<file path="config.mk">
export PLATFORM = sky130hd
export DESIGN_NAME = csv_field_extractor_flat
export DESIGN_NICKNAME = d
export VERILOG_FILES = /design/src/rtl/cfe_pkg.sv /design/src/rtl/cfe_in_if.sv /design/src/rtl/cfe_out_if.sv /design/src/rtl/csv_field_extractor.sv /design/src/flat_wrapper.sv
export SDC_FILE = /design/constraint.sdc
export NUM_CORES = 1
export LEC_CHECK = 0
export BUFFER_PORTS_ARGS = -buffer_cell sky130_fd_sc_hd__buf_2
export CAP_MARGIN = 10
export CELL_PAD_IN_SITES_DETAIL_PLACEMENT = 1
export CELL_PAD_IN_SITES_GLOBAL_PLACEMENT = 2
export CORE_MARGIN = 3
export CORE_UTILIZATION = 33
export DETAILED_ROUTE_END_ITERATION = 6
export PLACE_DENSITY_LB_ADDON = 0.1
export SYNTH_ARGS = -nofsm -noshare
export SYNTH_HDL_FRONTEND = slang
export SYNTH_SLANG_ARGS = --single-unit
</file>
<file path="constraint.sdc">
create_clock -name clk -period 3.6 [get_ports clk]
set_input_delay 0.18 -clock clk [delete_from_list [all_inputs] [get_ports clk]]
set_output_delay 0.18 -clock clk [all_outputs]
set_load 0.05 [all_outputs]
</file>
<file path="src/rtl/cfe_pkg.sv">
`default_nettype none
package cfe_pkg;

	localparam int FIELD_LIMIT  = 256;
	localparam int VALUE_LIMIT  = 4096;
	localparam int RECORD_LIMIT = 65536;

	localparam int BYTE_W   = 8;
	localparam int STATUS_W = 3;
	localparam int LEN_W    = 13;
	localparam int RECNO_W  = 16;
	localparam int TFIELD_W = 8;
	localparam int FCOUNT_W = 9;
	localparam int RCOUNT_W = 17;
	localparam int MAXLEN_W = 13;
	localparam int PADDR_W  = 4;
	localparam int PDATA_W  = 32;

	typedef logic [STATUS_W-1:0] status_t;

	localparam status_t ST_BYTE     = 3'd0;
	localparam status_t ST_DONE     = 3'd1;
	localparam status_t ST_NOTFOUND = 3'd2;
	localparam status_t ST_TOOLONG  = 3'd3;
	localparam status_t ST_RANGE    = 3'd4;

	typedef enum logic [1:0] {
		REG_TARGET_FIELD = 2'd0,
		REG_FLD_CNT      = 2'd1,
		REG_REC_CNT      = 2'd2,
		REG_MAX_LENGTH   = 2'd3
	} reg_idx_t;

	localparam logic [MAXLEN_W-1:0] MAX_LENGTH_RST = 13'd4096;

	localparam logic [BYTE_W-1:0] CH_QUOTE = 8'h22;
	localparam logic [BYTE_W-1:0] CH_COMMA = 8'h2C;
	localparam logic [BYTE_W-1:0] CH_LF    = 8'h0A;
	localparam logic [BYTE_W-1:0] CH_CR    = 8'h0D;

endpackage
`default_nettype wire

</file>
<file path="src/rtl/cfe_in_if.sv">
`default_nettype none
interface cfe_in_if;
	import cfe_pkg::*;

	logic               valid;
	logic               ready;
	logic [BYTE_W-1:0]  data_byte;
	logic               first_of_record;
	logic               end_of_data;
	logic [RECNO_W-1:0] record_number;

	modport source (output valid, data_byte, first_of_record, end_of_data, record_number,
		input ready);
	modport sink (input valid, data_byte, first_of_record, end_of_data, record_number,
		output ready);
endinterface
`default_nettype wire

</file>
<file path="src/rtl/cfe_out_if.sv">
`default_nettype none
interface cfe_out_if;
	import cfe_pkg::*;

	logic              valid;
	logic              ready;
	logic [BYTE_W-1:0] value_byte;
	status_t           status;
	logic [LEN_W-1:0]  value_length;
	logic              is_last;

	modport source (output valid, value_byte, status, value_length, is_last, input ready);
	modport sink (input valid, value_byte, status, value_length, is_last, output ready);
endinterface
`default_nettype wire

</file>
<file path="src/rtl/csv_field_extractor.sv">
`default_nettype none
// Channel   | Dir | Beat
// ----------+-----+--------------------------------------------------------------
// record    | in  | data_byte, first_of_record, end_of_data, record_number
// result    | out | value_byte, status, value_length, is_last (zero or one per beat)
// APB       | in  | target field, field and record counts, max length at 0x0..0xC
//
// One input beat per cycle while the output register is not stalled. A beat is
// captured in the _s1 register and parsed against the field/quote/length state;
// a result lands in the output register when the parse stage fires.
// arst_n resets all control state; max_length resets to 4096, other regs to 0.
// A stalled output register holds the parse stage; the input register still
// refills in the cycle the output beat is taken.
module csv_field_extractor (
	input  wire logic                          clk,
	input  wire logic                          arst_n,
	cfe_in_if.sink                             record,
	cfe_out_if.source                          result,
	input  wire logic                          psel,
	input  wire logic                          penable,
	input  wire logic                          pwrite,
	input  wire logic [cfe_pkg::PADDR_W-1:0]   paddr,
	input  wire logic [cfe_pkg::PDATA_W-1:0]   pwdata,
	output logic      [cfe_pkg::PDATA_W-1:0]   prdata,
	output logic                               pready
);
	import cfe_pkg::*;

	// configuration
	logic [TFIELD_W-1:0] target_field_q;
	logic [FCOUNT_W-1:0] fld_cnt_q;
	logic [RCOUNT_W-1:0] rec_cnt_q;
	logic [MAXLEN_W-1:0] max_length_q;
	reg_idx_t            reg_idx;
	logic                wr_en;

	assign pready  = 1'b1;
	assign reg_idx = reg_idx_t'(paddr[PADDR_W-1:2]);
	assign wr_en   = psel && penable && pwrite;

	always_ff @(posedge clk or negedge arst_n) begin
		if (!arst_n) begin
			target_field_q <= '0;
			fld_cnt_q      <= '0;
			rec_cnt_q      <= '0;
			max_length_q   <= MAX_LENGTH_RST;
		end else if (wr_en) begin
			case (reg_idx)
				REG_TARGET_FIELD: target_field_q <= pwdata[TFIELD_W-1:0];
				REG_FLD_CNT:      fld_cnt_q      <= pwdata[FCOUNT_W-1:0];
				REG_REC_CNT:      rec_cnt_q      <= pwdata[RCOUNT_W-1:0];
				REG_MAX_LENGTH:   max_length_q   <= pwdata[MAXLEN_W-1:0];
				default: ;
			endcase
		end
	end

	always_comb begin
		case (reg_idx)
			REG_TARGET_FIELD: prdata = PDATA_W'(target_field_q);
			REG_FLD_CNT:      prdata = PDATA_W'(fld_cnt_q);
			REG_REC_CNT:      prdata = PDATA_W'(rec_cnt_q);
			REG_MAX_LENGTH:   prdata = PDATA_W'(max_length_q);
			default:          prdata = '0;
		endcase
	end

	// effective limits
	logic [31:0] rc_eff, fc_eff, ml_eff;
	always_comb begin
		rc_eff = (32'(rec_cnt_q) < 32'(RECORD_LIMIT)) ? 32'(rec_cnt_q)
			: 32'(RECORD_LIMIT);
		fc_eff = (32'(fld_cnt_q) < 32'(FIELD_LIMIT)) ? 32'(fld_cnt_q)
			: 32'(FIELD_LIMIT);
		ml_eff = (32'(max_length_q) < 32'(VALUE_LIMIT)) ? 32'(max_length_q)
			: 32'(VALUE_LIMIT);
	end

	// input register
	logic                valid_s1;
	logic [BYTE_W-1:0]   byte_s1;
	logic                first_s1;
	logic                eod_s1;
	logic [RECNO_W-1:0]  recno_s1;
	logic                fire_s1;
	logic                out_valid_q;

	assign fire_s1      = valid_s1 && (!out_valid_q || result.ready);
	assign record.ready = !valid_s1 || fire_s1;

	always_ff @(posedge clk or negedge arst_n) begin
		if (!arst_n) begin
			valid_s1 <= 1'b0;
		end else if (record.ready) begin
			valid_s1 <= record.valid;
		end
	end

	always_ff @(posedge clk) begin
		if (record.ready && record.valid) begin
			byte_s1  <= record.data_byte;
			first_s1 <= record.first_of_record;
			eod_s1   <= record.end_of_data;
			recno_s1 <= record.record_number;
		end
	end

	// parse state
	logic [TFIELD_W-1:0] field_q;
	logic [LEN_W-1:0]    copied_q;
	logic                quoted_q;
	logic                finished_q;

	logic [TFIELD_W-1:0] field_n;
	logic [LEN_W-1:0]    copied_n;
	logic                quoted_n;
	logic                finished_n;
	logic [LEN_W:0]      copied_inc;
	logic                res_v;
	logic [BYTE_W-1:0]   res_byte;
	status_t             res_status;
	logic [LEN_W-1:0]    res_len;
	logic                range_bad;
	logic                terminator;

	always_comb begin
		field_n    = field_q;
		copied_n   = copied_q;
		quoted_n   = quoted_q;
		finished_n = finished_q;
		res_v      = 1'b0;
		res_byte   = '0;
		res_status = ST_BYTE;
		res_len    = '0;
		copied_inc = {1'b0, copied_q} + 1'b1;
		range_bad  = (32'(recno_s1) >= rc_eff) || (32'(target_field_q) >= fc_eff);
		terminator = (byte_s1 == CH_QUOTE) || (!quoted_q &&
			((byte_s1 == CH_COMMA) || (byte_s1 == CH_LF) || (byte_s1 == CH_CR)));

		if (first_s1) begin
			field_n    = '0;
			copied_n   = '0;
			quoted_n   = 1'b0;
			finished_n = 1'b0;
			copied_inc = {{LEN_W{1'b0}}, 1'b1};
			terminator = (byte_s1 == CH_QUOTE) || (byte_s1 == CH_COMMA) ||
				(byte_s1 == CH_LF) || (byte_s1 == CH_CR);
		end

		if (first_s1 && range_bad) begin
			res_v      = 1'b1;
			res_status = ST_RANGE;
		end else if (!finished_n) begin
			if (eod_s1) begin
				res_v = 1'b1;
				if (field_n == target_field_q) begin
					res_status = ST_DONE;
					res_len    = copied_n;
				end else begin
					res_status = ST_NOTFOUND;
				end
			end else if ((copied_n == '0) && (byte_s1 == CH_QUOTE)) begin
				quoted_n = !quoted_n;
			end else if (field_n == target_field_q) begin
				res_v = 1'b1;
				if (terminator) begin
					res_status = ST_DONE;
					res_len    = copied_n;
				end else begin
					copied_n = copied_inc[LEN_W-1:0];
					if (32'(copied_inc) > ml_eff) begin
						res_status = ST_TOOLONG;
					end else begin
						res_byte = byte_s1;
					end
				end
			end else begin
				// advance field count on an unquoted separator
				if (!quoted_n && (byte_s1 == CH_COMMA)) begin
					field_n = field_n + 1'b1;
				end
				if (byte_s1 == CH_LF) begin
					res_v      = 1'b1;
					res_status = ST_NOTFOUND;
				end
			end
		end

		if (res_v && (res_status != ST_BYTE)) begin
			finished_n = 1'b1;
		end
	end

	always_ff @(posedge clk or negedge arst_n) begin
		if (!arst_n) begin
			field_q    <= '0;
			copied_q   <= '0;
			quoted_q   <= 1'b0;
			finished_q <= 1'b1;
		end else if (fire_s1) begin
			field_q    <= field_n;
			copied_q   <= copied_n;
			quoted_q   <= quoted_n;
			finished_q <= finished_n;
		end
	end

	// output register
	logic              out_load;
	logic [BYTE_W-1:0] out_byte_q;
	status_t           out_status_q;
	logic [LEN_W-1:0]  out_len_q;
	logic              out_last_q;

	assign out_load = fire_s1 && res_v;

	always_ff @(posedge clk or negedge arst_n) begin
		if (!arst_n) begin
			out_valid_q <= 1'b0;
		end else if (out_load) begin
			out_valid_q <= 1'b1;
		end else if (result.ready) begin
			out_valid_q <= 1'b0;
		end
	end

	always_ff @(posedge clk) begin
		if (out_load) begin
			out_byte_q   <= res_byte;
			out_status_q <= res_status;
			out_len_q    <= res_len;
			out_last_q   <= (res_status != ST_BYTE);
		end
	end

	assign result.valid        = out_valid_q;
	assign result.value_byte   = out_byte_q;
	assign result.status       = out_status_q;
	assign result.value_length = out_len_q;
	assign result.is_last      = out_last_q;

`ifndef SYNTHESIS
	a_last_matches_status: assert property (@(posedge clk) disable iff (!arst_n)
		out_valid_q |-> (out_last_q == (out_status_q != ST_BYTE)))
		else $error("is_last disagrees with status");

	a_finish_has_result: assert property (@(posedge clk) disable iff (!arst_n)
		$rose(finished_q) |-> $past(out_load && (res_status != ST_BYTE)))
		else $error("extraction finished without a closing result");

	a_no_overwrite: assert property (@(posedge clk) disable iff (!arst_n)
		(out_valid_q && !result.ready) |-> !out_load)
		else $error("pending result overwritten");

	a_length_only_done: assert property (@(posedge clk) disable iff (!arst_n)
		(out_valid_q && (out_status_q != ST_DONE)) |-> (out_len_q == '0))
		else $error("length reported outside a completed value");
`endif
endmodule
`default_nettype wire
</file>
<file path="src/flat_wrapper.sv">
// flat-port wrapper written by rule: the top's interface ports become plain ports
module csv_field_extractor_flat import cfe_pkg::*;
  (clk, arst_n, psel, penable, pwrite, paddr, pwdata, prdata, pready, record_valid, record_data_byte, record_first_of_record, record_end_of_data, record_record_number, record_ready, result_valid, result_value_byte, result_status, result_value_length, result_is_last, result_ready);
  cfe_in_if record_i ();
  cfe_out_if result_i ();
  input  wire logic clk;
  input  wire logic arst_n;
  input  wire logic psel;
  input  wire logic penable;
  input  wire logic pwrite;
  input  wire logic [cfe_pkg::PADDR_W-1:0] paddr;
  input  wire logic [cfe_pkg::PDATA_W-1:0] pwdata;
  output logic      [cfe_pkg::PDATA_W-1:0] prdata;
  output logic pready;
  input wire logic [$bits(record_i.valid)-1:0] record_valid;
  input wire logic [$bits(record_i.data_byte)-1:0] record_data_byte;
  input wire logic [$bits(record_i.first_of_record)-1:0] record_first_of_record;
  input wire logic [$bits(record_i.end_of_data)-1:0] record_end_of_data;
  input wire logic [$bits(record_i.record_number)-1:0] record_record_number;
  output wire logic [$bits(record_i.ready)-1:0] record_ready;
  output wire logic [$bits(result_i.valid)-1:0] result_valid;
  output wire logic [$bits(result_i.value_byte)-1:0] result_value_byte;
  output wire logic [$bits(result_i.status)-1:0] result_status;
  output wire logic [$bits(result_i.value_length)-1:0] result_value_length;
  output wire logic [$bits(result_i.is_last)-1:0] result_is_last;
  input wire logic [$bits(result_i.ready)-1:0] result_ready;
  assign record_i.valid = record_valid;
  assign record_i.data_byte = record_data_byte;
  assign record_i.first_of_record = record_first_of_record;
  assign record_i.end_of_data = record_end_of_data;
  assign record_i.record_number = record_record_number;
  assign record_ready = record_i.ready;
  assign result_valid = result_i.valid;
  assign result_value_byte = result_i.value_byte;
  assign result_status = result_i.status;
  assign result_value_length = result_i.value_length;
  assign result_is_last = result_i.is_last;
  assign result_i.ready = result_ready;
  csv_field_extractor u_core (.clk(clk), .arst_n(arst_n), .record(record_i), .result(result_i), .psel(psel), .penable(penable), .pwrite(pwrite), .paddr(paddr), .pwdata(pwdata), .prdata(prdata), .pready(pready));
endmodule
</file>
==> results.txt, run 1 <==
- Leakage component of the power: approximately 3.7 nW
- Leaving out fill and tap cells, the most frequent cell in the layout is buf_2.
- Final Setup Violations: 0
* Result of the run: finished clean
- Netlist Area Pre-Place: between 7000 and 8000 um^2
- Power spread over the standard cell area amounts to 582 nW/um^2.
* Destination of the worst register-to-register timing path: u_core.result.is_last
- In the post-synthesis netlist, the biggest area contributors are dfrtp_1, edfxtp_1, mux2_2.
- Number of pins exceeding their max-slew limit in the final report: 0
* CP startpoint kind: flip-flop
* Count of distinct cell types in the synthesized netlist: 75
- around 130 I/O pins were placed.
* HPWL after DPL: approximately 14,000 um
- Pin count of the biggest net entering global routing: between 50 and 60
- Post-route ant nets: 0
- For this configuration, the core starts out at a cell density of between 30% and 40%.
* Shortest period the worst path allows: 3.43 ns
- Final instance count without filler cells: ~1,100
- Dividing the final minimum period by the clock period gives approximately 95%.
- A synthesized cell averages around 11 um^2.
- The worst setup path is captured at a flip-flop.
* Proportion of synthesized flip-flops having asynchronous set or reset: about three fifths
- Global routing used between 15 and 20% of the available tracks.
- Total die area: approximately 23,000 um^2
* Reported max-cap violation count: 0
* Dominant register cell in the synthesized netlist: dfrtp_1
- RePlAce Congestion: 0.812
* Antenna violations before repair: 0
* Count of buffers inserted at the top-level ports: between 90 and 100
- Total Wirelength: ~20,000 um
* Highest-count cells in the layout ignoring fill and taps: buf_2, dfrtp_1, edfxtp_1
- After detailed routing, the number of remaining DRC violations is 0.
- The finished cells cover 8810 um^2.
- From left edge to right edge, the die measures ~150 um.
* Number of cells in the design after placement: ~1,000
- Area share of the largest cell type after synthesis: ~25%
- VDD sags by at most 322 uV.
- Headroom to the max-slew limit: about a third
- EDFF count, synth: between 50 and 60
- The largest total area in the synthesized netlist belongs to dfrtp_1.
* Total of flip-flops plus latches after synthesis: 123
- Worst-case hold slack: approximately 0.018 ns
- R2R cell count: 15
- Antenna fix cells: 0
* Maximum clock frequency: 291 MHz
- Placement Rows: 52
- The critical path is of the flip-flop to flip-flop type.
- After floorplanning, the core was sized to cover between 20,000 and 25,000 um^2.
- CP Launch Point: u_core.copied_q[0]
- In this run the worst path has a maximum fanout of 4.
- For this run, the number of Yosys warnings is 0.
* Final hold vios: 0
* Worst slack, placed: 0.0989 ns
- Overall Power: between 5 and 6 mW
- Data arrival time of the critical path: 3.59 ns
- Clock Tree Root: clkbuf_16
* Total congestion overflow: 0
* Cell count after synthesis: between 600 and 700
- The worst hold path passes through 2 cells.
- Number of inserted filler cells in the final layout: ~2,300
- Pre-antenna DRT Iters: 4
- In this run the critical register-to-register path is launched from u_core.copied_q[0].
* Final routed wire length divided by cell count: between 15 and 20 um
- Area grow syn2layout: 24.3%
* Number of global-route vias before repair: roughly 5,800
* Number of buffers between clock root and the deepest sink: 2
* TritonCTS buffer count: 17
* DRC marker count from the first detailed-route iteration: ~280
- The final layout contains a little under 900 nets.
- Register area share after synthesis: 47.0%
- Clock-pin slew was measured on the worst setup and hold paths at approximately 0.060 ns.
* Die span in y: ~150 um
- Across all layers, the routed design uses ~5,400 vias.
* # clock sinks: ~120
- Clock tree from TritonCTS: built
- Wire length of the first global-routing pass: about 32,000 um
* Class of the most critical hold timing path: input pin to flip-flop
* Worst-case register-to-register setup slack: roughly 0.17 ns
- Clock skew after layout: roughly 0.01 ns
- CTS HTree Levels: 4
* Clock latency on the worst-skew pair: roughly 0.42 ns
* Actual transition at the worst max-transition pin: 0.986 ns
* Hold endpoint: u_core.rec_cnt_q[12]
* Fraction of layout cells with a size suffix above 1: just under 30%
- Crit path setup slack, layout: 0.167 ns
* Post-detailed-placement cell area: between 7000 and 8000 um^2
* Req. time, crit path: between 3 and 4 ns
- Worst Min Path Start: pwdata[12]
* Mean number of vias per cell: slightly above 5
## stage by stage
step	utilization (%)	TNS (ns)
after global placement	38.1	0
final	42.6	0
after detailed placement	38.1	0
after global routing	42.6	-0.000317
after CTS	42.3	0
after floorplan	-	0
## where the power goes
| part | switching [mW] | leakage [nW] | total (mW) | internal, mW |
|---|---|---|---|---|
| logic | 0.937 | 2.05 | 1.53 | 0.596 |
| clock network | 0.707 | 0.276 | 1.65 | 0.939 |
| registers | 0.243 | 1.40 | 1.95 | 1.71 |
## metal layers
layer  part of all wire (%)  GRT usage [%]
met5                      0              0
met4                    1.3           4.84
met3                    3.3           3.21
met2                     50           29.8
met1                     45           21.6
## worst max-delay path by stage
stage / to / slack (ns) / cells past startpoint
6_report: u_core.result.is_last / 0.17 / 15
4_1_cts: u_core.result.value_byte[7] / 0.07 / 14
2_1_floorplan: u_core.result.is_last / 0.08 / 11
3_3_place_gp: u_core.result.is_last / 0.17 / 15
3_5_place_dp: u_core.result.value_byte[7] / 0.1 / 14
5_1_grt: u_core.result.is_last / -0.0003 / 15
## logic make-up after synthesis
group	Yosys count	synth area share, %
AO/OA/AOI/OAI	113	11.0
XOR/XNOR	15	1.85
adder cells (fa/ha/maj)	39	6.88
buffers and inverters	60	4.59
flip-flops	123	47.0
multiplexers	63	11.1
other	2	0.106
AND/OR/NAND/NOR	229	17.4
## worst max-delay path: stages (launching register included)
cell and delay (ns):
dfrtp_1 0.41, and3_1 0.21, and3_1 0.20, and3_1 0.21, and3_1 0.20, buf_4 0.15
xnor2_1 0.14, nor2_1 0.07, ha_1 0.30, nand2_1 0.09, nor4_2 0.24, a31oi_1 0.06
a221o_2 0.40, o41ai_4 0.24, buf_4 0.17, o21ai_1 0.07
## cell type report
| type | count | area, um^2 | share of cell area (%) |
|---|---|---|---|
| Multi-Input combinational cell | 475 | 3520 | 39.9 |
| Sequential cell | 123 | 3340 | 37.8 |
| Timing Repair Buffer | 155 | 1040 | 11.8 |
| Clock buffer | 20 | 457 | 5.18 |
| Tap cell | 270 | 338 | 3.83 |
| Clock inverter | 12 | 101 | 1.15 |
| Inverter | 7 | 26.3 | 0.298 |
## synth_stat cells, drive strengths merged (4+ instances only)
cell,n
nand2,48
nor3b,4
inv,7
a21oi,27
buf,30
nand3,15
dfrtp,70
and2,30
mux2i,8
ha,39
clkbuf,23
and3,9
a21o,4
a211oi,5
nor2,38
nand4,7
xnor2,10
xor2,5
edfxtp,51
nor4,7
nor3,11
mux4,8
nand2b,30
mux2,47
nor2b,15
o21ai,34
## state kept, by name, summed over array words and instances, names as in the netlist
register	cells
u_core.valid_s1	1
u_core.copied_q	13
u_core.result.status	3
u_core.max_length_q	13
u_core.result.valid	1
u_core.recno_s1	16
u_core.finished_q	1
u_core.result.is_last	1
u_core.rec_cnt_q	17
u_core.fld_cnt_q	9
u_core.quoted_q	1
u_core.field_q	8
u_core.result.value_length	13
u_core.first_s1	1
u_core.target_field_q	8
u_core.byte_s1	8
u_core.eod_s1	1
u_core.result.value_byte	8
## repair_timing
| action | in CTS | in global routing |
|---|---|---|
| hold buffers | 32 | 0 |
| buffers inserted | 0 | 1 |
| gates resized for setup | 0 | 5 |
| setup endpoints to repair | 0 | 9 |
| hold endpoints to repair | 65 | 0 |
Note: power is estimated with default switching activity, not from simulation.
==> run 2, diff against run 1 <==
- CORE_ASPECT_RATIO: unset -> 0.5
==> run 2 against run 1 <==
Clock power up 17%. Maximum frequency down 0.77%. Sequential share of layout area shrank 1.2 points. Flip-flop and latch count unchanged. Clock skew about the same. First-iteration DRC count fell by 17%. Register-to-register slack got worse by 0.03 ns. Critical endpoint unchanged. Combinational power is essentially flat. Global-route usage rose by 1.0 points.
==> results.txt, run 2 (synthesized netlist as in run 1, its figures left out) <==
* Shortest period the worst path allows: approximately 3.5 ns
* Clock Tree Root: clkbuf_16
- In this run the worst setup path begins at u_core.copied_q[0].
- Clock latency on the worst-skew pair: around 0.43 ns
- The register with the most flip-flops in the layout has 17 of them.
- Entering global routing, the biggest net connects 57 pins.
- Among cell families on the critical path, the largest total delay comes from simple AND/OR/NAND/NOR gates.
- RePlAce Congestion: ~0.78
- The die covers around 23,000 um^2.
- The number of hold violations in the final report was 0.
- Total Wirelength: just over 20,000 um
- The first detailed-routing pass ran for 4 iterations.
* DRC marker count from the first detailed-route iteration: approximately 240
- The clock network accounts for a little over a third of the total power.
- After global routing, the most crowded layer is met2.
* Global Route met2 Usage: about 29%
* Highest fanout seen on the critical path: 4
* # clock sinks: roughly 120
- Net switching is around a third of the power.
- Destination of the worst register-to-register timing path: u_core.result.is_last
* DRC violations left: 0
- Clock-pin slew was measured on the worst setup and hold paths at 0.06 ns.
- Clock tree from TritonCTS: built
* Wire length of the first global-routing pass: ~32,000 um
- Setup violations remaining at the end of the flow were counted as 0.
- Total congestion overflow: 0
* Worst Min Path Start: pwdata[12]
- By instance count, the cell type seen most on the critical path is and3_4.
- STA classifies the critical path startpoint as a flip-flop.
* Class of the most critical hold timing path: input pin to flip-flop
- Final net count: 901
* Met3 Track Usage GR: roughly 3.8%
* Req. time, crit path: around 3.8 ns
- Leakage component of the power: ~3.8 nW
- Reg-to-reg critical path startpoint: u_core.copied_q[0]
- Antenna fix cells: 0
* Total power density per cell area: 598 nW/um^2
- Die span in y: about 110 um
* Cell Int Power: around 3.6 mW
- Across the routed clock network, the largest skew measured is ~0.010 ns.
- Type of the worst setup path: flip-flop to flip-flop
* Most common cell after layout, fill and taps aside: buf_2
- The critical path goes through and3_4, and3_4, and3_4, and3_4, nand3_4, xnor2_2, nor2_1, ha_1, nand3_2, nor4_2, a31oi_1, a221o_2, o41ai_4, a21o_1, o21ai_2.
- Registers with the highest flip-flop counts: u_core.rec_cnt_q x17, u_core.recno_s1 x16
* Worst-path cell with the longest stage delay: dfrtp_1
- Headroom to the max-slew limit: 32.3%
- The clock passes through at most 2 buffers.
* Post-detailed-placement cell area: slightly below 8000 um^2
* Maximum clock frequency: around 290 MHz
* Result of the run: finished clean
- The area growth from synthesis to layout is 28.2%.
* R2R cell count: 15
- IR analysis of the VDD net gives a maximum drop of 298 uV.
- Highest-count cells in the layout ignoring fill and taps: buf_2, dfrtp_1, edfxtp_1
- Post-layout instance area: roughly 9100 um^2
- Max incr delay on CP: ~0.41 ns
- STA classifies the critical path endpoint as a flip-flop.
* Final routed wire length divided by cell count: around 19 um
- Along the worst hold path, the cell count comes to 2.
- Number of buffer and inverter stages on the critical path: 0
* Actual transition at the worst max-transition pin: 1.01 ns
* Post-route ant nets: 0
* Relative contribution of combinational cells to total power: 28.6%
* Fraction of met1 tracks used by global routing: between 20 and 30%
- Mean number of vias per cell: a little over 5
- Worst-case register-to-register setup slack: 0.14 ns
- The count of buffers added on input and output ports is 95.
- The filler cells instantiated in the layout total ~2,300.
* HPWL after DPL: between 10,000 and 15,000 um
- Fraction of layout cells with a size suffix above 1: roughly a third
- Initial core utilization: 34.0%
- More flip-flops sit in one register than any other, and that register is u_core.rec_cnt_q.
- The number of antenna violations at the first check in global routing came to 0.
- The number of global-route vias before repair is 5,754.
- Unrepaired setup endpoints after global routing: true
- Measured on the finished design, the core utilization comes to 43.7%.
- For this design the total switching power over the nets is around 1.8 mW.
- Boundary Pins: ~130
- STA puts the critical path data arrival time at 3.64 ns.
* CTS HTree Levels: 4
- Hold endpoint: u_core.rec_cnt_q[12]
- The routed layout has roughly 5,500 vias.
* Die W: between 200 and 250 um
- In this run the standard cell core region covers around 21,000 um^2.
- Final worst-path cycle share: a little over nine tenths
- Reported max-cap violation count: 0
* Placement Rows: 37
- GRT Resource Usage Total: between 10% and 20%
- Number of pins exceeding their max-slew limit in the final report: 0
- In this run, CTS created clock tree buffers numbering 17.
* Reg power frac: between 30 and 40%
-- run 2: changes by cell type in the layout (fill, tap and decap cells not counted), sizes merged --
| cell | delta |
|---|---|
| buf | +11 |
| clkbuf | +5 |
| clkinvlp | -1 |
| clkinv | +2 |
| bufinv | +3 |
| dlygate4sd3 | +3 |
| inv | -9 |
-- run 2: power groups by stage --
stage | Clock [mW] | Combinational, mW | Sequential [mW]
3_3_place_gp | 0 | 1.48 | 1.97
5_1_grt | 2.03 | 1.72 | 1.99
2_1_floorplan | 0 | 0.965 | 2.02
4_1_cts | 1.97 | 1.55 | 1.95
3_5_place_dp | 0 | 1.50 | 1.98
6_report | 1.93 | 1.56 | 1.95
-- run 2: through the flow --
step / hold WS, ns / instances / setup slack (ns) / power (mW) / setup TNS [ns]
floorplan: -0.116 / 658 / 0.0814 / 2.98 / 0
global route: 0.0176 / 1079 / -0.00975 / 5.74 / -0.00975
detailed placement: 0.299 / 1008 / 0.119 / 3.48 / 0
global placement: 0.303 / 1008 / 0.143 / 3.45 / 0
CTS: 0.00251 / 1075 / 0.0602 / 5.47 / 0
finish: 0.0230 / 1079 / 0.140 / 5.44 / 0
-- run 2: layout make-up --
class	instances	area, um^2	area share, %
flip-flops and latches	123	3340	36.7
repair buffers	169	1130	12.5
clock inverters	7	119	1.31
multi-input cells	475	3590	39.5
clock buffers	25	551	6.05
inverters	7	26.3	0.289
well taps	273	342	3.76
-- run 2: worst max path at each step --
| stage | slack (ns) | cells after the start | endpoint |
|---|---|---|---|
| 6_report | 0.14 | 15 | u_core.result.is_last |
| 5_1_grt | -0.01 | 14 | u_core.result.is_last |
| 4_1_cts | 0.06 | 14 | u_core.result.value_byte[1] |
| 3_5_place_dp | 0.12 | 14 | u_core.result.is_last |
| 3_3_place_gp | 0.14 | 15 | u_core.result.is_last |
| 2_1_floorplan | 0.08 | 11 | u_core.result.is_last |
-- run 2: metal layers --
| layer | share of wire (%) | up-vias |
|---|---|---|
| li1 | - | 2628 |
| met1 | 51 | 2696 |
| met2 | 44 | 106 |
| met3 | 3.7 | 20 |
| met4 | 1.3 | 0 |
| met5 | 0 | - |
-- run 2: what timing repair did --
| action | in CTS | in global routing |
|---|---|---|
| resized for setup | 0 | 24 |
| setup buffers | 0 | 4 |
| endpoints found under the hold margin | 91 | 0 |
| setup endpoints to repair | 0 | 37 |
| hold buffers | 35 | 0 |
==> run 3, diff against run 2 <==
- PLACE_DENSITY: unset -> 0.8
- PLACE_DENSITY_LB_ADDON: 0.1 -> unset
- SLEW_MARGIN: unset -> 20
==> run 3 against run 2 <==
Final area shrank 1.3%. Critical path type unchanged. Largest power group unchanged. Largest cell class unchanged. First-iteration DRC count grew 42%. Setup slack lost 0.0042 ns. Flip-flop and latch count is the same. Critical path depth shrank 1. Die area is the same.
==> results.txt, run 3 (synthesized netlist as in run 1, its figures left out) <==
* Max VDD drop: ~210 uV
- Per report_power, the sequential group accounts for between 30% and 40% of the total.
- Along the worst path, the maximum fanout reaches 4.
* Vias: ~5,500
- The root buffer cell chosen for the clock tree is clkbuf_16.
* Cell Int Power: 3.42 mW
* Clock skew after layout: between 0.01 and 0.015 ns
- Reported max-cap violation count: 0
- Per report_power, the clock group accounts for between 30 and 40% of the total.
- Antenna violations before repair: 0
- Final net count: between 800 and 900
- Clock Pin Slew Worst Setup and Hold Paths: 0.06 ns
* Relative contribution of combinational cells to total power: between 30% and 40%
- The clock tree synthesis step divided the H-tree into 4 levels.
- The final max-slew violation count was 0.
- Leakage component of the power: 3.77 nW
- Critical path capture point type: flip-flop
* Final hold vios: 0
- Overall Power: approximately 5.2 mW
* Top reg by flops: u_core.rec_cnt_q
* Storage element area: approximately 3300 um^2
* Area grow syn2layout: 26.6%
* Type of the worst setup path: flip-flop to flip-flop
- 0 antenna diodes ended up in the layout.
* Number of flip-flops in the largest register: 17
- Mean number of vias per cell: a little over 5
- Cells with a size suffix above 1 make up 31.1% of the layout.
- Result of the run: finished clean
* HPWL after DPL: 14,400 um
- The filler cells instantiated in the layout total 2,268.
* Headroom to the max-slew limit: 38.0%
- Die span in y: 110 um
- Total Wirelength: approximately 20,000 um
- Post-route ant nets: 0
- Wire length of the first global-routing pass: approximately 32,000 um
- STA puts the critical path data arrival time at between 3 and 4 ns.
- Placement Rows: 37
- Die W: about 210 um
* Initial core utilization: between 30 and 40%
* Net switching fraction of the power: a little over a third
- Dividing the detail-routed wire length by the instance count gives 18.9 um.
- Number of global-route vias before repair: 5,752
- Most common cell after layout, fill and taps aside: buf_2
* Worst-case hold slack: 0.0199 ns
- Final worst-path cycle share: a little over nine tenths
- Total power density per cell area: 585 nW/um^2
- Routability-driven placement finished with a final weighted congestion of ~0.8.
- For this design the top-level I/O count stands at ~130.
- CP startpoint kind: flip-flop
* Total die area: between 20,000 and 25,000 um^2
* Total congestion overflow: 0
- Registers with the highest flip-flop counts: u_core.rec_cnt_q x17, u_core.recno_s1 x16
- The core region is 20,800 um^2.
- Class of the most critical hold timing path: input pin to flip-flop
- TritonCTS built the clock tree.
- Port buffering added 95 buffers.
- Highest-count cells in the layout ignoring fill and taps: buf_2, dfrtp_1, edfxtp_1
- Number of buffers between clock root and the deepest sink: 2
* Shortest period the worst path allows: 3.46 ns
- Pin count of the biggest net entering global routing: 52
- Req. time, crit path: around 3.8 ns
* Final Setup Violations: 0
* TritonCTS buffer count: 17
* Clock latency on the worst-skew pair: ~0.43 ns
- # clock sinks: 123
- In this run, the number of DRC markers left after iteration 0 of detailed routing was ~330.
- After detailed routing, the number of remaining DRC violations is 0.
* Pre-antenna DRT Iters: 4
- Multi-input gate area in the final layout: between 3000 and 4000 um^2
- Timing would allow up to between 200 and 300 MHz.
* Actual transition at the worst max-transition pin: between 0.9 and 1 ns
- GRT Resource Usage Total: a little under a fifth
* Net load switching power: 1.83 mW
[run 3: stage by stage]
stage / util, % / setup slack, ns / instance area (um^2) / cells / TNS, ns
3_5_place_dp: 37.9 / 0.116 / 7900 / 1002 / 0
6_report: 43.1 / 0.136 / 8980 / 1074 / 0
4_1_cts: 42.4 / 0.0536 / 8830 / 1069 / 0
3_3_place_gp: 37.9 / 0.172 / 7900 / 1002 / 0
5_1_grt: 43.1 / -0.0543 / 8980 / 1074 / -0.0543
2_1_floorplan: - / 0.0814 / 7140 / 658 / 0
[run 3: metal layers]
metal  part of all wire (%)  wire, um  GRT usage (%)  vias to the layer above
met5                      0         0              0                        -
met4                    1.0       213           4.90                        0
met3                    3.1       623           3.71                       19
met2                     47      9490           29.1                       90
met1                     49      9990           25.0                     2818
li1                       -         -              -                     2615
[run 3: cell type report]
class | count | area share [%]
Sequential cell | 123 | 37.2
Clock inverter | 5 | 0.613
Inverter | 7 | 0.293
Timing Repair Buffer | 164 | 12.2
Clock buffer | 27 | 5.95
Tap cell | 273 | 3.81
Multi-Input combinational cell | 475 | 39.9
[run 3: worst max-delay path: stages, from the launching register on]
cell     delay, ns
dfrtp_1       0.40
ha_2          0.20
and3_4        0.21
and3_4        0.20
nand2_1       0.11
or3_1         0.37
a21oi_2       0.17
ha_1          0.27
nand3_2       0.10
or2_2         0.11
a31oi_1       0.08
a221o_1       0.38
o41ai_4       0.37
a21o_1        0.18
o21ai_2       0.06
[run 3: power groups by stage]
stage	Clock, mW	Sequential [mW]	Combinational [mW]
2_1_floorplan	0	2.02	0.965
3_3_place_gp	0	1.96	1.47
3_5_place_dp	0	1.97	1.51
4_1_cts	1.74	1.95	1.56
5_1_grt	1.82	1.99	1.76
6_report	1.70	1.95	1.60
[run 3: worst paths after layout]
kind | cells past startpoint | slack, ns | start | to
worst max register to register | 14 | 0.14 | u_core.copied_q[0] | u_core.result.is_last
min in group asynchronous | 3 | 0.28 | arst_n | u_core.rec_cnt_q[13]
max in group asynchronous | 3 | 2.67 | arst_n | u_core.copied_q[3]
worst min-delay path | 2 | 0.02 | pwdata[12] | u_core.rec_cnt_q[12]
worst min register to register | 1 | 0.53 | u_core.fld_cnt_q[0] | u_core.fld_cnt_q[0]
worst max-delay path | 14 | 0.14 | u_core.copied_q[0] | u_core.result.is_last
[run 3: timing repair]
action,in CTS,in global routing
setup endpoints to repair,0,12
hold buffers,35,0
buffers inserted,0,5
endpoints found under the hold margin,107,0
gates resized for setup,0,23
